## config.mk

```make
export PLATFORM = sky130hd
export DESIGN_NAME = sjf_nonpreemptive_scheduler_flat
export DESIGN_NICKNAME = d
export VERILOG_FILES = /design/src/hw/rtl/sjf_pkg.sv /design/src/hw/rtl/sjf_in_if.sv /design/src/hw/rtl/sjf_out_if.sv /design/src/hw/rtl/sjf_ctrl.sv /design/src/hw/rtl/sjf_dp.sv /design/src/hw/rtl/sjf_nonpreemptive_scheduler.sv /design/src/flat_wrapper.sv
export VERILOG_INCLUDE_DIRS = /design/src /design/src/hw/rtl
export SDC_FILE = /design/constraint.sdc
export NUM_CORES = 1
export LEC_CHECK = 0
export BUFFER_PORTS_ARGS = -buffer_cell sky130_fd_sc_hd__buf_2
export CAP_MARGIN = 10
export CORE_ASPECT_RATIO = 2
export CORE_MARGIN = 5
export CORE_UTILIZATION = 60
export DETAILED_ROUTE_END_ITERATION = 10
export GPL_TIMING_DRIVEN = 0
export MAX_ROUTING_LAYER = met4
export PLACE_DENSITY = 0.84
export SYNTH_ARGS = -nofsm -noshare
export SYNTH_HDL_FRONTEND = slang
export SYNTH_HIERARCHICAL = 1
export SYNTH_SLANG_ARGS = --single-unit
```

## constraint.sdc

```tcl
create_clock -name clk -period 11.1 [get_ports clk]
set_clock_uncertainty 0.15 [all_clocks]
set_input_delay 1.11 -clock clk [delete_from_list [all_inputs] [get_ports clk]]
set_output_delay 1.11 -clock clk [all_outputs]
set_load 0.01 [all_outputs]
```

## src/hw/rtl/assert_macros.svh

```systemverilog
// Assertion macros for the RTL that checks itself (the scheduler top).
`ifndef ASSERT_MACROS_SVH
`define ASSERT_MACROS_SVH

// Checked at every rising edge of clk, not checked while rst is high.
`define SJF_ASSERT(lbl, prop, msg) \
  lbl: assert property (@(posedge clk) disable iff (rst) prop) else $error(msg);

// Checked at every rising edge of clk, reset included.
`define SJF_ASSERT_ALWAYS(lbl, prop, msg) \
  lbl: assert property (@(posedge clk) prop) else $error(msg);

`endif

```

## src/hw/rtl/sjf_pkg.sv

```systemverilog
// ----------------------------------------------------------------------------
// sjf_pkg
// Types and constants shared by the shortest-job-first scheduler.
// ----------------------------------------------------------------------------
package sjf_pkg;

  localparam int TABLE_DEPTH = 16;
  localparam int IDX_W = $clog2(TABLE_DEPTH);

  localparam logic FUNC_SUBMIT = 1'b0;
  localparam logic FUNC_TICK = 1'b1;

  typedef struct packed {
    logic        func;
    logic [7:0]  job_id;
    logic [15:0] arrival;
    logic [15:0] burst;
  } in_item_t;

  typedef struct packed {
    logic [15:0] now;
    logic        busy_res;
    logic [7:0]  running_job;
    logic        dispatched;
    logic        completed;
    logic        all_done;
    logic [31:0] total_wait;
    logic        rejected;
  } out_item_t;

  typedef struct packed {
    logic             load;
    logic             scan;
    logic [IDX_W-1:0] idx;
    logic             finish;
  } cmd_t;

  typedef struct packed {
    logic slot_free;
  } status_t;

endpackage

```

## src/hw/rtl/sjf_in_if.sv

```systemverilog
// ----------------------------------------------------------------------------
// sjf_in_if
// Input channel of the scheduler: valid, ready and one job or tick word.
// ----------------------------------------------------------------------------
interface sjf_in_if;
  logic              valid;
  logic              ready;
  sjf_pkg::in_item_t payload;

  modport source (output valid, output payload, input ready);
  modport sink (input valid, input payload, output ready);
endinterface

```

## src/hw/rtl/sjf_out_if.sv

```systemverilog
// ----------------------------------------------------------------------------
// sjf_out_if
// Output channel of the scheduler: valid, ready and one result word.
// ----------------------------------------------------------------------------
interface sjf_out_if;
  logic               valid;
  logic               ready;
  sjf_pkg::out_item_t payload;

  modport source (output valid, output payload, input ready);
  modport sink (input valid, input payload, output ready);
endinterface

```

## src/hw/rtl/sjf_ctrl.sv

```systemverilog
// ----------------------------------------------------------------------------
// sjf_ctrl
// Controller: accepts a word, steps the table scan and finishes the item.
// ----------------------------------------------------------------------------
module sjf_ctrl (
  input  logic             clk,
  input  logic             rst,
  input  logic             in_valid,
  input  logic             in_func,
  output logic             in_ready,
  input  sjf_pkg::status_t status,
  output sjf_pkg::cmd_t    cmd
);

  localparam logic [1:0] ST_IDLE = 2'd0;
  localparam logic [1:0] ST_SCAN = 2'd1;
  localparam logic [1:0] ST_FINISH = 2'd2;

  logic [1:0] state;
  logic [1:0] state_next;
  logic [sjf_pkg::IDX_W-1:0] idx;
  logic [sjf_pkg::IDX_W-1:0] idx_next;

  always_comb begin
    state_next = state;
    idx_next = idx;
    in_ready = 1'b0;
    cmd = '0;
    cmd.idx = idx;
    case (state)
      ST_IDLE: begin
        in_ready = !rst;
        if (in_valid && !rst) begin
          cmd.load = 1'b1;
          idx_next = '0;
          state_next = (in_func == sjf_pkg::FUNC_TICK) ? ST_SCAN : ST_FINISH;
        end
      end
      ST_SCAN: begin
        cmd.scan = 1'b1;
        idx_next = idx + 1'b1;
        if (idx == sjf_pkg::IDX_W'(sjf_pkg::TABLE_DEPTH - 1)) begin
          state_next = ST_FINISH;
        end
      end
      ST_FINISH: begin
        if (status.slot_free) begin
          cmd.finish = 1'b1;
          state_next = ST_IDLE;
        end
      end
      default: begin
        state_next = ST_IDLE;
      end
    endcase
  end

  always_ff @(posedge clk) begin
    if (rst) begin
      state <= ST_IDLE;
      idx <= '0;
    end else begin
      state <= state_next;
      idx <= idx_next;
    end
  end

endmodule

```

## src/hw/rtl/sjf_dp.sv

```systemverilog
// ----------------------------------------------------------------------------
// sjf_dp
// Datapath: job table, processor state, wait total and the result register.
// ----------------------------------------------------------------------------
module sjf_dp (
  input  logic               clk,
  input  logic               rst,
  input  sjf_pkg::cmd_t      cmd,
  output sjf_pkg::status_t   status,
  input  sjf_pkg::in_item_t  in_item,
  output logic               out_valid,
  input  logic               out_ready,
  output sjf_pkg::out_item_t out_item
);

  localparam int D = sjf_pkg::TABLE_DEPTH;
  localparam int W = sjf_pkg::IDX_W;

  logic [D-1:0] occ;
  logic [D-1:0] rdy;
  logic [7:0]   tab_id [D];
  logic [15:0]  tab_arr [D];
  logic [15:0]  tab_burst [D];
  logic [7:0]   tab_seq [D];

  sjf_pkg::in_item_t it;
  logic [15:0] time_count;
  logic [7:0]  submit_seq;
  logic        busy;
  logic [7:0]  cpu_job;
  logic [15:0] cpu_arr;
  logic [15:0] cpu_start;
  logic [15:0] cpu_burst;
  logic [31:0] wait_sum;
  logic        cflag;

  logic         found;
  logic [W-1:0] best_idx;
  logic [7:0]   best_id;
  logic [15:0]  best_arr;
  logic [15:0]  best_burst;
  logic [7:0]   best_seq;

  logic         promote;
  logic         take;
  logic         done_now;
  logic [32:0]  sum;
  logic [W-1:0] free_idx;
  logic         any_free;
  logic         do_dispatch;
  logic         do_store;
  logic         busy_after;
  logic [7:0]   job_after;
  logic [D-1:0] occ_after;

  assign promote = occ[cmd.idx] && !rdy[cmd.idx] && (tab_arr[cmd.idx] == time_count);
  assign take = !busy && (rdy[cmd.idx] || promote) && (!found
      || (tab_burst[cmd.idx] < best_burst)
      || (tab_burst[cmd.idx] == best_burst && tab_arr[cmd.idx] < best_arr)
      || (tab_burst[cmd.idx] == best_burst && tab_arr[cmd.idx] == best_arr
          && tab_seq[cmd.idx] < best_seq));
  assign done_now = busy && (16'(cpu_start + cpu_burst) == time_count);
  assign sum = {1'b0, wait_sum} + {17'd0, 16'(cpu_start - cpu_arr)};

  always_comb begin
    free_idx = '0;
    for (int i = D - 1; i >= 0; i--) begin
      if (!occ[i]) begin
        free_idx = W'(i);
      end
    end
  end

  assign any_free = ~&occ;
  assign do_dispatch = (it.func == sjf_pkg::FUNC_TICK) && found;
  assign do_store = (it.func == sjf_pkg::FUNC_SUBMIT) && any_free;
  assign busy_after = busy || do_dispatch;
  assign job_after = do_dispatch ? best_id : cpu_job;

  always_comb begin
    occ_after = occ;
    if (do_dispatch) begin
      occ_after[best_idx] = 1'b0;
    end
    if (do_store) begin
      occ_after[free_idx] = 1'b1;
    end
  end

  assign status.slot_free = !out_valid || out_ready;

  always_ff @(posedge clk) begin
    if (cmd.load) begin
      it <= in_item;
    end
    if (cmd.scan && take) begin
      best_idx <= cmd.idx;
      best_id <= tab_id[cmd.idx];
      best_arr <= tab_arr[cmd.idx];
      best_burst <= tab_burst[cmd.idx];
      best_seq <= tab_seq[cmd.idx];
    end
    if (cmd.finish && do_dispatch) begin
      cpu_job <= best_id;
      cpu_arr <= best_arr;
      cpu_burst <= best_burst;
      cpu_start <= time_count;
    end
    if (cmd.finish && do_store) begin
      tab_id[free_idx] <= it.job_id;
      tab_arr[free_idx] <= it.arrival;
      tab_burst[free_idx] <= it.burst;
      tab_seq[free_idx] <= submit_seq;
    end
    if (cmd.finish) begin
      out_item.now <= time_count;
      out_item.busy_res <= busy_after;
      out_item.running_job <= busy_after ? job_after : 8'd0;
      out_item.dispatched <= do_dispatch;
      out_item.completed <= cflag;
      out_item.all_done <= !busy_after && !(|occ_after);
      out_item.total_wait <= wait_sum;
      out_item.rejected <= (it.func == sjf_pkg::FUNC_SUBMIT) && !any_free;
    end
  end

  always_ff @(posedge clk) begin
    if (rst) begin
      occ <= '0;
      rdy <= '0;
      time_count <= '0;
      submit_seq <= '0;
      busy <= 1'b0;
      wait_sum <= '0;
      cflag <= 1'b0;
      found <= 1'b0;
      out_valid <= 1'b0;
    end else begin
      if (cmd.load) begin
        found <= 1'b0;
        cflag <= 1'b0;
        if (in_item.func == sjf_pkg::FUNC_TICK && done_now) begin
          cflag <= 1'b1;
          busy <= 1'b0;
          wait_sum <= sum[32] ? 32'hFFFF_FFFF : sum[31:0];
        end
      end
      if (cmd.scan) begin
        if (promote) begin
          rdy[cmd.idx] <= 1'b1;
        end
        if (take) begin
          found <= 1'b1;
        end
      end
      if (cmd.finish) begin
        occ <= occ_after;
        if (do_dispatch) begin
          busy <= 1'b1;
          rdy[best_idx] <= 1'b0;
        end
        if (do_store) begin
          rdy[free_idx] <= 1'b0;
          submit_seq <= submit_seq + 8'd1;
        end
        if (it.func == sjf_pkg::FUNC_TICK) begin
          time_count <= time_count + 16'd1;
        end
      end
      if (cmd.finish) begin
        out_valid <= 1'b1;
      end else if (out_ready) begin
        out_valid <= 1'b0;
      end
    end
  end

endmodule

```

## src/hw/rtl/sjf_nonpreemptive_scheduler.sv

```systemverilog
// A submit word goes from acceptance straight to the FINISH state; a tick word first passes the SCAN state,
// which reads all TABLE_DEPTH table entries one entry a cycle. FINISH loads the result register once it is free.
// Throughput: one word at a time; a new word is taken the cycle after the result is loaded.
// The result register lets the next word in while a result waits to be taken.
// Reset (rst, synchronous) empties the table and clears time, processor state and wait total.
// ----------------------------------------------------------------------------
// sjf_nonpreemptive_scheduler
// Non-preemptive shortest-job-first scheduler over a table of jobs.
// ----------------------------------------------------------------------------
`include "assert_macros.svh"

module sjf_nonpreemptive_scheduler (
  input logic     clk,
  input logic     rst,
  sjf_in_if.sink  jobs,
  sjf_out_if.source results
);

  sjf_pkg::cmd_t    cmd;
  sjf_pkg::status_t status;

  sjf_ctrl u_ctrl (
    .clk      (clk),
    .rst      (rst),
    .in_valid (jobs.valid),
    .in_func  (jobs.payload.func),
    .in_ready (jobs.ready),
    .status   (status),
    .cmd      (cmd)
  );

  sjf_dp u_dp (
    .clk       (clk),
    .rst       (rst),
    .cmd       (cmd),
    .status    (status),
    .in_item   (jobs.payload),
    .out_valid (results.valid),
    .out_ready (results.ready),
    .out_item  (results.payload)
  );

  `SJF_ASSERT(a_dispatch_busy, results.valid && results.payload.dispatched |-> results.payload.busy_res, "dispatch without busy processor")
  `SJF_ASSERT(a_done_idle, results.valid && results.payload.all_done |-> !results.payload.busy_res, "all done while busy")
  `SJF_ASSERT(a_no_overwrite, results.valid && !results.ready |-> !cmd.finish, "result overwritten")
  `SJF_ASSERT_ALWAYS(a_scan_not_ready, !(cmd.scan && jobs.ready), "input ready during scan")

endmodule
```

## src/flat_wrapper.sv

```systemverilog
// flat-port wrapper written by rule: the top's interface ports become plain ports
module sjf_nonpreemptive_scheduler_flat 
  (clk, rst, jobs_valid, jobs_payload, jobs_ready, results_valid, results_payload, results_ready);
  sjf_in_if jobs_i ();
  sjf_out_if results_i ();
  input logic clk;
  input logic rst;
  input wire logic [$bits(jobs_i.valid)-1:0] jobs_valid;
  input wire logic [$bits(jobs_i.payload)-1:0] jobs_payload;
  output wire logic [$bits(jobs_i.ready)-1:0] jobs_ready;
  output wire logic [$bits(results_i.valid)-1:0] results_valid;
  output wire logic [$bits(results_i.payload)-1:0] results_payload;
  input wire logic [$bits(results_i.ready)-1:0] results_ready;
  assign jobs_i.valid = jobs_valid;
  assign jobs_i.payload = jobs_payload;
  assign jobs_ready = jobs_i.ready;
  assign results_valid = results_i.valid;
  assign results_payload = results_i.payload;
  assign results_i.ready = results_ready;
  sjf_nonpreemptive_scheduler u_core (.clk(clk), .rst(rst), .jobs(jobs_i), .results(results_i));
endmodule
```

Word-level counts from Yosys, hierarchy flattened
Memories as Yosys holds them, arrays and structs flattened. A register that Yosys moved wholly into a read port is not among the register bits.
Index checks and enable logic that the tools add are counted.
{"block": "op_classes", "add_sub_neg": 6, "mul": 0, "n_div": 0, "order_cmp": 9, "n_eq_ne": 10, "shift": 0, "n_mux": 69, "bitwise_logic": 8, "n_reduce_logical": 44}
{"operator": "$mux W16", "count": 10}
{"operator": "$mux W4", "count": 23}
{"operator": "$eq A16 B16 Y1", "count": 4}
{"operator": "$and A16 B16 Y16", "count": 3}
{"operator": "$add A32 B16 Y33", "count": 1}
{"operator": "$lt A16 B16 Y1", "count": 2}
{"operator": "$mux W32", "count": 1}
{"operator": "$not A16 Y16", "count": 2}
{"operator": "$or A16 B16 Y16", "count": 2}
{"operator": "$mux W1", "count": 23}
{"operator": "$logic_and A1 B1 Y1", "count": 20}
{"operator": "$add A16 B1 Y16 const B", "count": 1}
{"operator": "$add A16 B16 Y16", "count": 1}
{"operator": "$reduce_and A16 Y1", "count": 1}
{"operator": "$reduce_or A16 Y1", "count": 1}
{"operator": "$sub A16 B16 Y16", "count": 1}
{"operator": "$lt A4 B5 Y1 const B", "count": 3}
{"operator": "$demux W1 S4", "count": 3}
{"operator": "$ge A4 B1 Y1 const B", "count": 3}
{"operator": "$add A8 B1 Y8 const B", "count": 1}
{"operator": "$bmux W1 S4", "count": 2}
{"operator": "$logic_not A1 Y1", "count": 8}
{"operator": "$lt A8 B8 Y1", "count": 1}
{"operator": "$mux W2", "count": 4}
{"operator": "other kinds (15)", "count": 25}
{"block": "totals", "ff_bits": 300, "latchBits": 0, "ramBits": 768, "romBits": 0, "n_memories": 4}
{"memory": "u_core.u_dp.tab_arr", "words": 16, "word_bits": 16, "rd": 1, "rd_clocked_by_memory_dff": 1, "write_ports": 1, "line": "sjf_dp.sv:22", "rtl": "logic [15:0] tab_arr [D];"}
{"memory": "u_core.u_dp.tab_burst", "words": 16, "word_bits": 16, "rd": 1, "rd_clocked_by_memory_dff": 1, "write_ports": 1, "line": "sjf_dp.sv:23", "rtl": "logic [15:0] tab_burst [D];"}
{"memory": "u_core.u_dp.tab_id", "words": 16, "word_bits": 8, "rd": 1, "rd_clocked_by_memory_dff": 1, "write_ports": 1, "line": "sjf_dp.sv:21", "rtl": "logic [7:0] tab_id [D];"}
{"memory": "u_core.u_dp.tab_seq", "words": 16, "word_bits": 8, "rd": 1, "rd_clocked_by_memory_dff": 1, "write_ports": 1, "line": "sjf_dp.sv:24", "rtl": "logic [7:0] tab_seq [D];"}

Longest topological paths before layout
{"block": "depth", "ltp_word": 25, "ltp_mapped": 21, "mapped_depth_nobuf": 21}

Cells and area by module
Netlist, hierarchy kept.
{"mod": "sjf_dp", "n_inst": 1, "cells_each": 2378, "area_per_inst_um2": 43391.6, "seq_area_each_um2": 31209.9}
{"mod": "sjf_ctrl", "n_inst": 1, "cells_each": 38, "area_per_inst_um2": 325.3, "seq_area_each_um2": 120.1}

Worst setup path after synthesis
No wires, ideal clock.
{"block": "synth_timing", "path_type": "input to register", "startpoint": "input results_ready", "endpoint": "memory u_core.u_dp.tab_arr[13][0] (enable)", "setup_ns": 0.520, "t_arrival_ns": 8.646, "required_time_ns": 10.430, "slack_ns": 1.785, "cell_stages": 8, "path_buffers": 0, "cell_sequence": "nand2b_1 nand2_1 nor2_1 nand2b_1 or2_2 nor3_1 nand3_1 nor3_1"}
{"item": "start: declaration", "line": "flat_wrapper.sv:13", "rtl": "input wire logic [$bits(results_i.ready)-1:0] results_ready;"}
{"item": "end: declaration", "line": "sjf_dp.sv:22"}

Final worst setup path
{"block": "layout_timing", "startpoint": "register u_core/u_ctrl/idx[0] (netlist bit)", "endpoint": "register u_core.u_dp.best_arr[7], read port of u_core.u_dp.tab_arr (enable)"}
{"block": "layout_between", "elab_chain_len": 9, "word_cells_on_any_way": 11}
{"item": "start: declaration", "line": "sjf_ctrl.sv:21", "rtl": "logic [sjf_pkg::IDX_W-1:0] idx;"}
{"item": "start signal: assignment", "line": "sjf_ctrl.sv:64", "rtl": "idx <= idx_next;"}
{"item": "$bmux W1 S4", "line": "sjf_dp.sv:56, sjf_dp.sv:57"}
{"item": "$mux W1 (implied by the code)", "line": "sjf_dp.sv:56, sjf_dp.sv:57"}
{"item": "$logic_not A1 Y1", "line": "sjf_dp.sv:56", "rtl": "assign promote = occ[cmd.idx] && !rdy[cmd.idx] && (tab_arr[cmd.idx] == time_count);"}
{"item": "$logic_and A1 B1 Y1 (2 in series)", "line": "sjf_dp.sv:56"}
{"item": "$logic_or A1 B1 Y1 (*)", "line": "sjf_dp.sv:57", "rtl": "assign take = !busy && (rdy[cmd.idx] || promote) && (!found"}
{"item": "$logic_and A1 B1 Y1 (*) (2 in series)", "line": "sjf_dp.sv:57"}
{"item": "$logic_and A1 B1 Y1 (*)", "line": "sjf_dp.sv:96", "rtl": "if (cmd.scan && take) begin"}
{"item": "end: declaration", "line": "sjf_dp.sv:40", "rtl": "logic [15:0] best_arr;"}
Mark *: on every way between the ends. The rest lies on a longest branch, timed or not. The select of a mux whose other input is x is not followed.
A chain may end at the register's enable or synchronous reset.

==> results.yml <==
status:
  status: "finished clean"
power_and_ir_drop:
  sequentialPowerShare_pct: 56.7
  switchingPower_mw: 1.60
  p_clk_share_pct: 40.6
  cellInternalPower_mw: 6.24
  combPwrFrac_pct: 2.7
  power.density_mw_per_mm2: 159
  leakage_nw: 16.2
  swShare_pct: 20.4
  ir_drop_uv: 143
critical_path:
  arrival_ps: 8380
  path_cells: "buf_2, buf_6, buf_6, buf_4, clkbuf_1, buf_1, mux4_2, mux4_2, ha_1, nand4_1, nor2_1, nand2_1, nor3_1, o2111ai_1, o21ai_0, a211oi_1, a211oi_4, buf_8, buf_16, buf_8"
  cp_max_fo: 17
  worstPathBufferInverterCount: 9
  max_stage_delay_ps: 940
  critPathLaunchType: "register"
  required_ps: 11300
  worst_path_max_delay_cell: "buf_1"
  crit_type: "register to register"
  critPathCaptureType: "register"
  cpLargestDelayFamily: "buffers and inverters"
timing:
  fin_crit_sh_pct: 73.6
  max_slew_margin_pct: 11.8
  hold_violations: 0
  rsz0062_at_grt: "no"
  fin_ws_ps: 2930
  tightest_slew_ps: 1320
  report.final.slew_viol_count: 0
  clock.fmax_mhz: 122
  hold_ws_ps: 285
  setup_viol_count_final: 0
  post-route-min-period_ps: 8170
floorplanning:
  dieArea_sq_mm: 0.0787
  die_y_um: 392
  dieWidth_um: 201
  coreArea_sq_mm: 0.0725
  fp-row-count: 140
  io_pins: 108
  start_util_pct: 60.3
cells_and_area:
  syn_to_final_growth_pct: 12.8
  finalNonFillerCells: 3669
  design_area_sq_mm: 0.0493
  layout_commonest_cell: "edfxtp_1"
  antenna_cells: 0
  final_cell_mix: "edfxtp_1, mux4_2, buf_2"
  drive_gt1_share_pct: 22.7
  nNetsFinal: 2809
yosys:
  yosys_warnings: 6
  yosysSeqAreaShare_pct: 71.7
  synth_area_leader_cell: "edfxtp_1"
  synth_top_area_share_pct: 67.2
  yosys-top-cells-area: "edfxtp_1, mux4_2, dfxtp_1"
  syn_inst: 2416
  synth_cell_types: 69
  ys_ff_latch: 1076
  async_flop_share_pct: 0
  netlist_area_sq_mm: 0.0437
  synth_edf_count: 978
  synthesis.nets: 2552
  synth_flop_cell: "edfxtp_1"
  synth_area_per_cell_sq_um: 18.1
clock_network:
  cts_resized: 0
  cts_tree: "built"
  cts_made_buffers: 87
  cts.path.max_buffers: 3
  clock-root-buffer: "clkbuf_16"
  hold_buffers: 0
  htree_levels: 3
  clock_sinks: 1076
  cts.clk_slew.worst_paths_ps: 70
  worst_skew_pair.late_latency_ps: 680
  post_cts_buffers: 0
placed_design:
  place.gp.congestion: 0.956
  port_buffers: 107
  placed_cells: 3507
  dp_hpwl_mm: 77.5
  placed_cell_area_sq_mm: 0.0464
  dp_slack_ps: 3240
min_path:
  hold_class: "register to register"
detailed_routing:
  antenna_left: 0
  routedWlPerCell_um: 32.7
  drt_iter0_drc: 2961
  drcViolationCount: 0
  wl_mm: 120
  vias: 24991
  firstDrtPassIters: 5
  vias_per_cell: 6.81
global_routing:
  overflow: 0
  grt_pass1_wl_mm: 175
  grt_max_degree: 47
  grt_pass1_vias: 26052
  antenna_found_initial: 1
  grt_usage_pct: 31.6
flow_run:
  drv_cap: 0
## per-stage QoR
stage               utilization (%)  power (mW)  setup TNS, ps
finish                         68.0        7.84              0
global route                   68.0        8.07              0
CTS                            68.0        7.87              0
detailed placement             64.0        4.74              0
global placement               62.6        4.72       -1783130
floorplan                         -        4.65              0
## registers in the layout, indices dropped and copies added, names as in the netlist, 8 cells and up
register                cells
u_core/u_dp/tab_arr       256
u_core/u_dp/wait_sum       32
u_core/u_dp/time_count     16
u_core/u_dp/cpu_burst      16
u_core/u_dp/occ            16
u_core/u_dp/best_seq        8
u_core/u_dp/cpu_start      16
u_core/u_dp/tab_burst     256
u_core/u_dp/tab_id        128
u_core/u_dp/best_arr       16
u_core/u_dp/rdy            16
u_core/u_dp/it             41
u_core/u_dp/best_id         8
u_core/u_dp/out_item       61
u_core/u_dp/tab_seq       128
u_core/u_dp/best_burst     16
u_core/u_dp/cpu_arr        16
u_core/u_dp/submit_seq      8
u_core/u_dp/cpu_job         8
## per-layer routing
| metal | vias up | GRT usage [%] | wire (um) |
|---|---|---|---|
| met5 | - | - | 0 |
| met4 | 0 | 20.8 | 10400 |
| met3 | 533 | 4.78 | 9850 |
| met2 | 1771 | 54.7 | 63000 |
| met1 | 12536 | 33.9 | 36900 |
| li1 | 10151 | - | - |
## worst reg2reg max path, stage by stage, from the launching register on
cell and delay [ps]:
dfxtp_1 440, buf_2 330, buf_6 270, buf_6 230
buf_4 320, clkbuf_1 600, buf_1 940, mux4_2 620
mux4_2 570, ha_1 360, nand4_1 150, nor2_1 270
nand2_1 150, nor3_1 480, o2111ai_1 190, o21ai_0 240
a211oi_1 170, a211oi_4 690, buf_8 290, buf_16 200
buf_8 180
## synth_stat cells, types with 16 or more instances
library cell	n
xor2_1	32
buf_1	17
dfxtp_1	98
ha_1	88
clkbuf_1	59
nand2_1	95
nor2b_1	31
and3_1	16
o21ai_0	52
a21oi_1	85
edfxtp_1	978
mux4_2	246
inv_1	99
mux2i_1	18
a211oi_1	22
nor2_1	105
xnor2_1	49
nor3_1	48
nand4_1	23
nand3_1	45
## power groups by stage
stage	clock [mW]	combinational, mW	sequential, mW
2_1_floorplan	0	0.131	4.52
3_3_place_gp	0	0.198	4.53
3_5_place_dp	0	0.209	4.53
4_1_cts	3.22	0.215	4.44
6_report	3.18	0.214	4.44
5_1_grt	3.40	0.225	4.44
## cells by family (layout without fill, tap and decap cells)
| family | count (synthesis) | in the layout | synth area share [%] |
|---|---|---|---|
| XOR/XNOR | 82 | 82 | 1.67 |
| adder cells (fa/ha/maj) | 91 | 91 | 2.66 |
| buffers and inverters | 194 | 524 | 1.77 |
| multiplexers | 269 | 269 | 13.2 |
| flip-flops | 1076 | 1076 | 71.7 |
| AO/OA/AOI/OAI | 269 | 269 | 3.98 |
| AND/OR/NAND/NOR | 435 | 435 | 5.05 |
## path summary, 6_finish.rpt
path                                           start                        to  slack (ps)  cells past startpoint
worst max register to register  u_core/u_ctrl/idx[0]   u_core/u_dp/best_arr[7]        2930                     20
worst max-delay path            u_core/u_ctrl/idx[0]   u_core/u_dp/best_arr[7]        2930                     20
worst min-delay path               u_core/u_dp/cflag  u_core/u_dp/out_item[34]         290                      0
worst min register to register     u_core/u_dp/cflag  u_core/u_dp/out_item[34]         290                      0
## layout make-up
cell class                      count  area, sq um
Tap cell                          923         1150
Inverter                           99          389
Fill cell                        4376        23200
Clock inverter                     56          544
Sequential cell                  1076        31300
Timing Repair Buffer              168         1450
Clock buffer                      106         2360
Buffer                             95          400
Multi-Input combinational cell   1146        11700
Power figures use the tool's default switching activity.
